File: config.mk
export PLATFORM = sky130hd
export DESIGN_NAME = csv_byte_tokenizer
export DESIGN_NICKNAME = d
export VERILOG_FILES = /design/src/sv/csvtok_pkg.sv /design/src/sv/csvtok_step.sv /design/src/sv/csv_byte_tokenizer.sv
export SDC_FILE = /design/constraint.sdc
export NUM_CORES = 1
export LEC_CHECK = 0
export ABC_AREA = 1
export BUFFER_PORTS_ARGS = -buffer_cell sky130_fd_sc_hd__buf_2
export CORE_MARGIN = 2
export CORE_UTILIZATION = 53
export CTS_CLUSTER_SIZE = 28
export DETAILED_ROUTE_END_ITERATION = 10
export PLACE_DENSITY = 0.78
export SLEW_MARGIN = 20
export SYNTH_ARGS = -nofsm -noshare
export SYNTH_HDL_FRONTEND = slang
export SYNTH_SLANG_ARGS = --single-unit
File: constraint.sdc
create_clock -name i_clk -period 1.67 [get_ports i_clk]
set_clock_uncertainty 0.1 [all_clocks]
set_input_delay 0.334 -clock i_clk [delete_from_list [all_inputs] [get_ports i_clk]]
set_output_delay 0.334 -clock i_clk [all_outputs]
set_load 0.01 [all_outputs]
File: src/sv/csvtok_pkg.sv
// ----------------------------------------------------------------------------
// CSV tokenizer package
// Shared character codes, token kinds and the tokenizer state record.
// ----------------------------------------------------------------------------
package csvtok_pkg;

    localparam int unsigned ByteW = 8;
    localparam int unsigned KindW = 2;

    localparam logic [ByteW-1:0] CH_QUOTE = 8'h22;
    localparam logic [ByteW-1:0] CH_COMMA = 8'h2C;
    localparam logic [ByteW-1:0] CH_LF    = 8'h0A;
    localparam logic [ByteW-1:0] CH_CR    = 8'h0D;

    typedef enum logic [KindW-1:0] {
        KIND_DATA      = 2'd0,
        KIND_FIELD_END = 2'd1,
        KIND_ROW_END   = 2'd2,
        KIND_ERROR     = 2'd3
    } t_kind;

    // Tokenizer flags, all cleared by reset and by the end marker.
    typedef struct packed {
        logic inside_quotes;
        logic quote_pending;
        logic quote_closed;
        logic field_has_data;
        logic row_open;
        logic skip_line_feed;
        logic error_latched;
    } t_state;

    // Token produced by one input beat.
    typedef struct packed {
        logic             valid;
        t_kind            kind;
        logic [ByteW-1:0] data;
    } t_token;

endpackage

File: src/sv/csvtok_step.sv
// ----------------------------------------------------------------------------
// CSV tokenizer step logic
// Combinational next-state and token decode for one input beat.
// ----------------------------------------------------------------------------
module csvtok_step
    import csvtok_pkg::*;
(
    input  t_state           i_state,
    input  logic [ByteW-1:0] i_byte,
    input  logic             i_end,
    output t_state           o_state,
    output t_token           o_token
);

    always_comb begin
        t_state nx;
        t_token tk;
        logic   go_unquoted;
        logic   qc;

        nx          = i_state;
        tk          = '{valid: 1'b0, kind: KIND_DATA, data: '0};
        go_unquoted = 1'b0;
        qc          = i_state.quote_closed;

        if (i_end) begin
            // A pending quote at the end closes the field, so only an open
            // quote without a pending close is an unterminated field.
            if (!i_state.error_latched) begin
                if (i_state.inside_quotes && !i_state.quote_pending) begin
                    tk.valid = 1'b1;
                    tk.kind  = KIND_ERROR;
                end else if (i_state.row_open || i_state.field_has_data ||
                             i_state.quote_pending) begin
                    tk.valid = 1'b1;
                    tk.kind  = KIND_ROW_END;
                end
            end
            nx = '0;
        end else if (i_state.error_latched) begin
            nx = i_state;
        end else if (i_state.skip_line_feed && (i_byte == CH_LF)) begin
            nx.skip_line_feed = 1'b0;
        end else begin
            nx.skip_line_feed = 1'b0;
            if (i_state.quote_pending) begin
                nx.quote_pending = 1'b0;
                if (i_byte == CH_QUOTE) begin
                    nx.field_has_data = 1'b1;
                    tk.valid = 1'b1;
                    tk.kind  = KIND_DATA;
                    tk.data  = CH_QUOTE;
                end else begin
                    nx.inside_quotes = 1'b0;
                    nx.quote_closed  = 1'b1;
                    qc               = 1'b1;
                    go_unquoted      = 1'b1;
                end
            end else if (i_state.inside_quotes) begin
                if (i_byte == CH_QUOTE) begin
                    nx.quote_pending = 1'b1;
                end else begin
                    nx.field_has_data = 1'b1;
                    tk.valid = 1'b1;
                    tk.kind  = KIND_DATA;
                    tk.data  = i_byte;
                end
            end else begin
                go_unquoted = 1'b1;
            end

            if (go_unquoted) begin
                if (i_byte == CH_QUOTE) begin
                    if (i_state.field_has_data || qc) begin
                        nx.error_latched = 1'b1;
                        tk.valid = 1'b1;
                        tk.kind  = KIND_ERROR;
                    end else begin
                        nx.inside_quotes = 1'b1;
                        nx.row_open      = 1'b1;
                    end
                end else if (i_byte == CH_COMMA) begin
                    nx.field_has_data = 1'b0;
                    nx.quote_closed   = 1'b0;
                    nx.row_open       = 1'b1;
                    tk.valid = 1'b1;
                    tk.kind  = KIND_FIELD_END;
                end else if ((i_byte == CH_LF) || (i_byte == CH_CR)) begin
                    nx.skip_line_feed = (i_byte == CH_CR);
                    nx.field_has_data = 1'b0;
                    nx.quote_closed   = 1'b0;
                    nx.row_open       = 1'b0;
                    tk.valid = 1'b1;
                    tk.kind  = KIND_ROW_END;
                end else if (qc) begin
                    nx.error_latched = 1'b1;
                    tk.valid = 1'b1;
                    tk.kind  = KIND_ERROR;
                end else begin
                    nx.field_has_data = 1'b1;
                    nx.row_open       = 1'b1;
                    tk.valid = 1'b1;
                    tk.kind  = KIND_DATA;
                    tk.data  = i_byte;
                end
            end
        end

        o_state = nx;
        o_token = tk;
    end

endmodule

File: src/sv/csv_byte_tokenizer.sv
// ----------------------------------------------------------------------------
// CSV byte tokenizer
// Streaming CSV tokenizer: one text byte in, at most one token out per beat.
// ----------------------------------------------------------------------------
//
//  Channel  Direction  tdata           tuser
//  -------  ---------  --------------  ------------------
//  s_*      in         [7:0] text byte [0] end of input
//  m_*      out        [7:0] data byte [1:0] token kind
//
// Each input beat is decoded in the same cycle it is accepted; its token,
// if any, appears on the output in the next cycle. The block takes one beat
// per clock, set by the single output register: a new beat is accepted
// whenever that register is empty or is being drained in the same cycle.
// A stall on the output side holds the token and stops input acceptance.
// Synchronous active-low reset clears all tokenizer flags and the output
// valid; an end-of-input beat returns the flags to the same reset state.
//
module csv_byte_tokenizer
    import csvtok_pkg::*;
(
    input  logic             i_clk,
    input  logic             i_rst_n,
    // Input stream
    input  logic             i_s_tvalid,
    output logic             o_s_tready,
    input  logic [ByteW-1:0] i_s_tdata,   // [7:0] text_byte
    input  logic             i_s_tuser,   // [0] end_of_input
    // Token stream
    output logic             o_m_tvalid,
    input  logic             i_m_tready,
    output logic [ByteW-1:0] o_m_tdata,   // [7:0] data_byte
    output logic [KindW-1:0] o_m_tuser    // [1:0] token_kind
);

    t_state           r_state;
    t_state           n_state;
    t_token           n_token;
    logic             r_out_valid;
    t_kind            r_out_kind;
    logic [ByteW-1:0] r_out_data;
    logic             s_accept;

    // The output register can take a new token when it is empty or when its
    // current token leaves in this cycle.
    assign o_s_tready = !r_out_valid || i_m_tready;
    assign s_accept   = i_s_tvalid && o_s_tready;

    csvtok_step u_step (
        .i_state (r_state),
        .i_byte  (i_s_tdata),
        .i_end   (i_s_tuser),
        .o_state (n_state),
        .o_token (n_token)
    );

    always_ff @(posedge i_clk) begin
        if (!i_rst_n) begin
            r_state     <= '0;
            r_out_valid <= 1'b0;
        end else begin
            if (s_accept) begin
                r_state     <= n_state;
                r_out_valid <= n_token.valid;
            end else if (i_m_tready) begin
                r_out_valid <= 1'b0;
            end
        end
    end

    // Payload needs no reset; it is loaded with every accepted beat.
    always_ff @(posedge i_clk) begin
        if (s_accept) begin
            r_out_kind <= n_token.kind;
            r_out_data <= n_token.data;
        end
    end

    assign o_m_tvalid = r_out_valid;
    assign o_m_tdata  = r_out_data;
    assign o_m_tuser  = r_out_kind;

endmodule

==> impl_results.md, run 1 <==
- Worst hold path class: in2reg
- Fmax: 659.7 MHz
- Rows: 16
- Crit-path cells: buf_2, inv_1, nand2_2, nor2_2, nand2_1, nand2_2, nor2_4, a21oi_2, nor2_2, nand2_1, a21oi_1
- Hold slack final: 0.1823 ns
- Layout cells sized above 1: 38.31%
- Outcome: finished clean
- Slew margin rel.: a little over two thirds
- Clk sinks: 18
- Cell variety after synth: 26
- Register area share after synthesis: 40.00%
- Max-cap violations: 0
- Synthesized flop and latch total: 18
- Reg2reg setup slack: 0.19 ns
- Crit path max-delay family: simple AND/OR/NAND/NOR gates
- Most common cell after layout, fill and taps aside: nand2_1
- Routability cong.: ~0.97
- Placed Cells: roughly 220
- Final Max Slew Viols: 0
- Fin. Hold Viols: 0
- # resized after CTS: 0
- Most frequent cells in the layout: 33 x nand2_1, 24 x buf_2, 22 x inv_1
- Final WS setup: roughly 0.15 ns
- Syn Std Cell Area: 1151 sq um
- Bufs and invs on worst path: 2
- Io pins: 25
- Worst R2R Path Depth: 7
- Post-CTS setup buffers: 0
- Vias per inst: 5.417
- Deepest clock path buffer count: 2
- DRC viols: 0
- ANT cells: 0
- Area Growth Syn to Fin: 28.91%
- Setup_tns: 0 ns
- Post-synthesis area per instance: 7.524 sq um
- Routed vias: approximately 1200
- WL final: 2.915 mm
- Largest net degree at the start of global routing: 12
- WS Path Type: in2reg
- Critical path fanouts, max: 4
- Worst Path Required: between 1.5 and 2 ns
- Fin area: approximately 1500 sq um
- Post-route ant nets: 0
- Non-Filler Instances: 228
- Critical Path End: o_m_tdata[1]
- RR Endpoint: o_m_tdata[1]
- Chip width: approximately 51 um
- Syn Nets: roughly 170
- Final worst path period share: 90.77%
- Setup-failing EPs final: 0
- Detailed placement HPWL: 2.380 mm
- Cell Area, Placed: 1458 sq um
- CTS root buf: clkbuf_4
- First-pass GRT wire length: 4.912 mm
- Syn Inst Count: approximately 150
- Crit end category: register
- Initial Util: 57.50%
- Slowest cell on crit path: nor2_2
- Num CTS Buffers: 3
- Leak: around 0.77 nW
- Hold_buf cts: 0
- Worst EP arrival: 1.48 ns
- CP max stage delay: 0.20 ns
- Least-Margin Pin Slew: approximately 0.44 ns
- Final #Nets: 215
- Worst Hold Launch: i_s_tvalid
- Total number of H-tree levels: 1
- GRT Overall Usage: between 20% and 30%
- CP Launch Point: i_s_tdata[7]
- 1st-iter DRT viols: between 60 and 70
- Worst-path clk slew: 0.10 ns
- 1st-pass router iterations: 4
- Total grt overflow: 0
- Vias in the first global route: 1098
- Skew-Pair Late Insertion Delay: 0.30 ns
- Syn. warnings: 0
- RSZ-0062 raised after global routing: false
- Power per standard cell area: 630.1 nW/um^2
- Critical Path Source Type: input pin
- Fillers: approximately 170
- Core ar.: 2002 sq um
- Placement Setup Slack: -0.1664 ns
- Max VDD drop: 0.7120 mV
- Antenna violations before repair: 0
- Post-Route Utilization: 74.13%
- Wire length per cell: around 13 um
- Count of input and output buffers: 24
- Die footprint: around 2600 sq um
- Min Clock Period, post-route: 1.516 ns
- Die Ht: 50.61 um
- Final Power: 935.0 uW
- Reg-to-Reg Start: r_state[5]
- CTS tree: built
- Critical Path Stages: 11
synth_stat cells:
library cell / instances / share of area, %
nor2_2: 6 / 3.3
buf_2: 1 / 0.43
o211ai_1: 1 / 0.65
o31ai_1: 2 / 1.3
a21oi_2: 1 / 0.76
dfxtp_1: 8 / 14
nand3_2: 2 / 1.7
a211oi_1: 1 / 0.65
o221ai_1: 1 / 0.76
nor2_1: 9 / 2.9
nand4_2: 1 / 1.1
nand2_4: 5 / 4.9
inv_2: 6 / 2.0
a31oi_1: 1 / 0.54
nand4_1: 3 / 1.6
inv_1: 22 / 7.2
nor2_4: 2 / 2.0
inv_4: 1 / 0.54
edfxtp_1: 10 / 26
o21ai_0: 3 / 1.3
nor3_1: 7 / 3.0
nand3_1: 9 / 3.9
a21oi_1: 13 / 5.7
nand2_2: 4 / 2.2
nand2_1: 33 / 11
nor3_2: 1 / 0.87
routing by layer:
layer / part of all wire [%] / GRT usage [%] / wire (um) / vias to the layer above
met5: 0 / 0 / 0 / -
met4: 3.7 / 12.61 / 107 / 0
met3: 8.4 / 2.976 / 245 / 13
met2: 46 / 42.32 / 1340 / 76
met1: 42 / 33.90 / 1222 / 546
li1: - / - / - / 600
worst reg2reg max path: cells and delay by family, from the launching register on:
family	cells	cell delay [ns]
compound gates	2	0.26
buf+inv	2	0.18
flops	1	0.34
simple gates	3	0.35
kinds of logic (layout without fill, tap and decap cells):
| logic type | count (synthesis) | after routing | share of synthesized area [%] |
|---|---|---|---|
| simple gates | 82 | 82 | 38.26 |
| flops | 18 | 18 | 40.00 |
| buf+inv | 30 | 78 | 10.11 |
| compound gates | 23 | 23 | 11.63 |
flip-flops by register name, summed over array words and instances (netlist names):
name and count:
o_m_tdata 8, r_state 7, o_m_tuser 2, o_m_tvalid 1
how the worst min path moves through the flow:
stage	endpoint	depth (start not counted)
after floorplan	r_state[2]	2
after global placement	r_state[2]	2
after detailed placement	r_state[1]	2
after CTS	r_state[2]	3
after global routing	r_state[2]	3
final	o_m_tvalid	3
power by group:
group | leakage, nW | internal, mW | switching (mW)
Sequential | 0.166 | 0.496 | 0.00923
Clock | 0.0150 | 0.0932 | 0.139
Combinational | 0.593 | 0.0771 | 0.120
area by class of cell:
type,count,area [sq um],share of cell area (%)
repair buffers,45,277.8,18.72
flip-flops and latches,18,460.4,31.03
clock buffers,4,26.28,1.771
multi-input cells,105,574.3,38.70
well taps,27,33.78,2.277
inverters,29,111.4,7.504
Note: power is estimated with default switching activity, not from simulation.
==> run 2: changes to the inputs <==
--- a/config.mk
+++ b/config.mk
@@ -11,7 +11,9 @@
 export CORE_UTILIZATION = 53
 export CTS_CLUSTER_SIZE = 28
 export DETAILED_ROUTE_END_ITERATION = 10
-export PLACE_DENSITY = 0.78
+export PLACE_DENSITY = 0.83
+export RECOVER_POWER = 25
+export SKIP_LAST_GASP = 1
 export SLEW_MARGIN = 20
 export SYNTH_ARGS = -nofsm -noshare
 export SYNTH_HDL_FRONTEND = slang
==> run 2 against run 1 <==
Maximum frequency is 0.48% lower. Utilization rose by 1.4 points. Final cell count grew 1.8%. Non-clock buffer count is 4 higher.
==> impl_results.md, run 2 (synthesis results as in run 1) <==
- Initial Util: 57.50% (unchanged)
- WL final: 2.996 mm (was 2.915 mm)
- Die Ht: 50.61 um (unchanged)
- Fillers: 161 (was 165)
- Setup_tns: 0 ns (unchanged)
- Worst EP arrival: 1.49 ns (was 1.48 ns)
- Max-cap violations: 0 (unchanged)
- RSZ-0062 raised after global routing: false (unchanged)
- Layout cells sized above 1: 35.12% (was 38.31%)
- Critical Path Source Type: input pin (unchanged)
- 1st-iter DRT viols: 32 (was 69)
- Worst Path Required: 1.64 ns (about the same)
- Crit-path cells: buf_2, inv_1, nand2_2, nor2_2, nand2_1, nand2_2, nor2_4, a21oi_2, nor2_2, nand2_1, a21oi_1 (unchanged)
- WS Path Type: in2reg (unchanged)
- Fin. Hold Viols: 0 (unchanged)
- Post-Route Utilization: 75.50% (was 74.13%)
- Io pins: 25 (unchanged)
- Slew margin rel.: 72.58% (was 70.44%)
- Leak: 0.7675 nW (was 0.7744 nW)
- Worst-path clk slew: 0.10 ns (about the same)
- DRC viols: 0 (unchanged)
- CTS root buf: clkbuf_4 (unchanged)
- Switching pwr: 272.8 uW (was 268.4 uW)
- Crit end category: register (unchanged)
- Post-route ant nets: 0 (unchanged)
- Routed vias: 1211 (was 1235)
- Least-Margin Pin Slew: 0.4070 ns (was 0.4388 ns)
- CTS tree: built (unchanged)
- Wire length per cell: 12.91 um (was 12.79 um)
- CP max stage delay: 0.21 ns (was 0.20 ns)
- Flop pwr share: 51.9% (was 54.1%)
- First-pass GRT wire length: 5.202 mm (was 4.912 mm)
- Count of input and output buffers: 24 (unchanged)
- Chip width: 50.61 um (unchanged)
- Min Clock Period, post-route: 1.523 ns (was 1.516 ns)
- Crit path max-delay family: simple AND/OR/NAND/NOR gates (unchanged)
- Clk sinks: 18 (unchanged)
- Power share of the clock group: 28.1% (was 24.9%)
- Outcome: finished clean (unchanged)
- Detailed placement HPWL: 2.529 mm (was 2.380 mm)
- Total grt overflow: 0 (unchanged)
- Combinational power share: 20.0% (was 21.1%)
- Area Growth Syn to Fin: 31.30% (was 28.91%)
- Placed Cells: 228 (was 224)
- Skew-Pair Late Insertion Delay: 0.30 ns (about the same)
- Routability cong.: 0.9135 (was 0.9737)
- Setup-failing EPs final: 0 (unchanged)
- # resized after CTS: 0 (unchanged)
- ANT cells: 0 (unchanged)
- Hold_buf cts: 0 (unchanged)
- Internal Power: 704.2 uW (was 666.6 uW)
- Power per standard cell area: 646.4 nW/um^2 (was 630.1 nW/um^2)
- Final Max Slew Viols: 0 (unchanged)
- Core ar.: 2002 sq um (unchanged)
- Total number of H-tree levels: 1 (unchanged)
- Max reg flops: 8 (unchanged)
- Worst hold path class: in2reg (unchanged)
- Vias in the first global route: 1245 (was 1098)
- Deepest clock path buffer count: 2 (unchanged)
- Max VDD drop: 0.5199 mV (was 0.7120 mV)
- Final worst path period share: 91.21% (was 90.77%)
- Most frequent cells in the layout: 33 x nand2_1, 25 x buf_4, 22 x inv_1 (was 33 x nand2_1, 24 x buf_2, 22 x inv_1)
- Slowest cell on crit path: nor2_2 (unchanged)
- Post-CTS setup buffers: 0 (unchanged)
- Fmax: 656.5 MHz (was 659.7 MHz)
- Most common cell after layout, fill and taps aside: nand2_1 (unchanged)
- 1st-pass router iterations: 4 (unchanged)
- Critical path fanouts, max: 4 (unchanged)
- Num CTS Buffers: 3 (unchanged)
- Die footprint: 2561 sq um (unchanged)
- Switching Fraction: 27.92% (was 28.70%)
- Vias per inst: 5.220 (was 5.417)
- Non-Filler Instances: 232 (was 228)
- Final #Nets: 219 (was 215)
- Largest net degree at the start of global routing: 11 (was 12)
- GRT Overall Usage: 27.39% (was 25.88%)
- Antenna violations before repair: 0 (unchanged)
- Rows: 16 (unchanged)
- Bufs and invs on worst path: 2 (unchanged)
run 2: stage by stage:
stage	worst slack, ns	area, sq um	hold WS, ns	power (mW)
global route	0.04640	1511	0.1849	1.024
finish	0.1468	1511	0.1746	0.9770
floorplan	0.08607	1151	0.3526	0.6272
CTS	0.1505	1524	0.1719	0.9857
detailed placement	-0.1789	1488	0.3796	0.7142
global placement	-0.1138	1488	0.3741	0.7067
run 2: cell type report:
cell class                      instances  area (sq um)  share of cell area [%]
Timing Repair Buffer                   49         295.3                   19.54
Clock buffer                            4         36.28                   2.401
Multi-Input combinational cell        105         574.3                   38.00
Inverter                               29         111.4                   7.368
Sequential cell                        18         460.4                   30.46
Tap cell                               27         33.78                   2.235
run 2: routing by layer:
layer | global-route usage, % | share of wire (%) | up-vias
met5 | 0 | 0 | -
met4 | 18.47 | 4.2 | 0
met3 | 2.976 | 5.9 | 13
met2 | 48.68 | 52 | 46
met1 | 30.45 | 38 | 543
li1 | - | - | 609
run 2: final timing paths:
kind / to / from / cells after the start / slack, ns
setup / recovery: o_m_tdata[1] / i_s_tdata[7] / 11 / 0.15
hold / removal: r_state[2] / i_rst_n / 3 / 0.17
setup reg to reg: r_state[1] / o_m_tvalid / 7 / 0.22
hold reg to reg: r_state[1] / r_state[1] / 2 / 0.39
run 2: worst register-to-register path, stage by stage, from the launching register on:
cell and delay [ns]:
dfxtp_1 0.35, nand2_1 0.10, nand2_1 0.11, inv_1 0.13
o21ai_0 0.19, nor3_1 0.22, nand3_1 0.09, a21oi_1 0.12
run 2: power groups by stage:
stage	clock network (mW)	logic, mW	registers [mW]
after global routing	0.298	0.217	0.510
final	0.275	0.195	0.507
after floorplan	0	0.101	0.526
after detailed placement	0	0.198	0.516
after global placement	0	0.191	0.515
after CTS	0.281	0.199	0.506
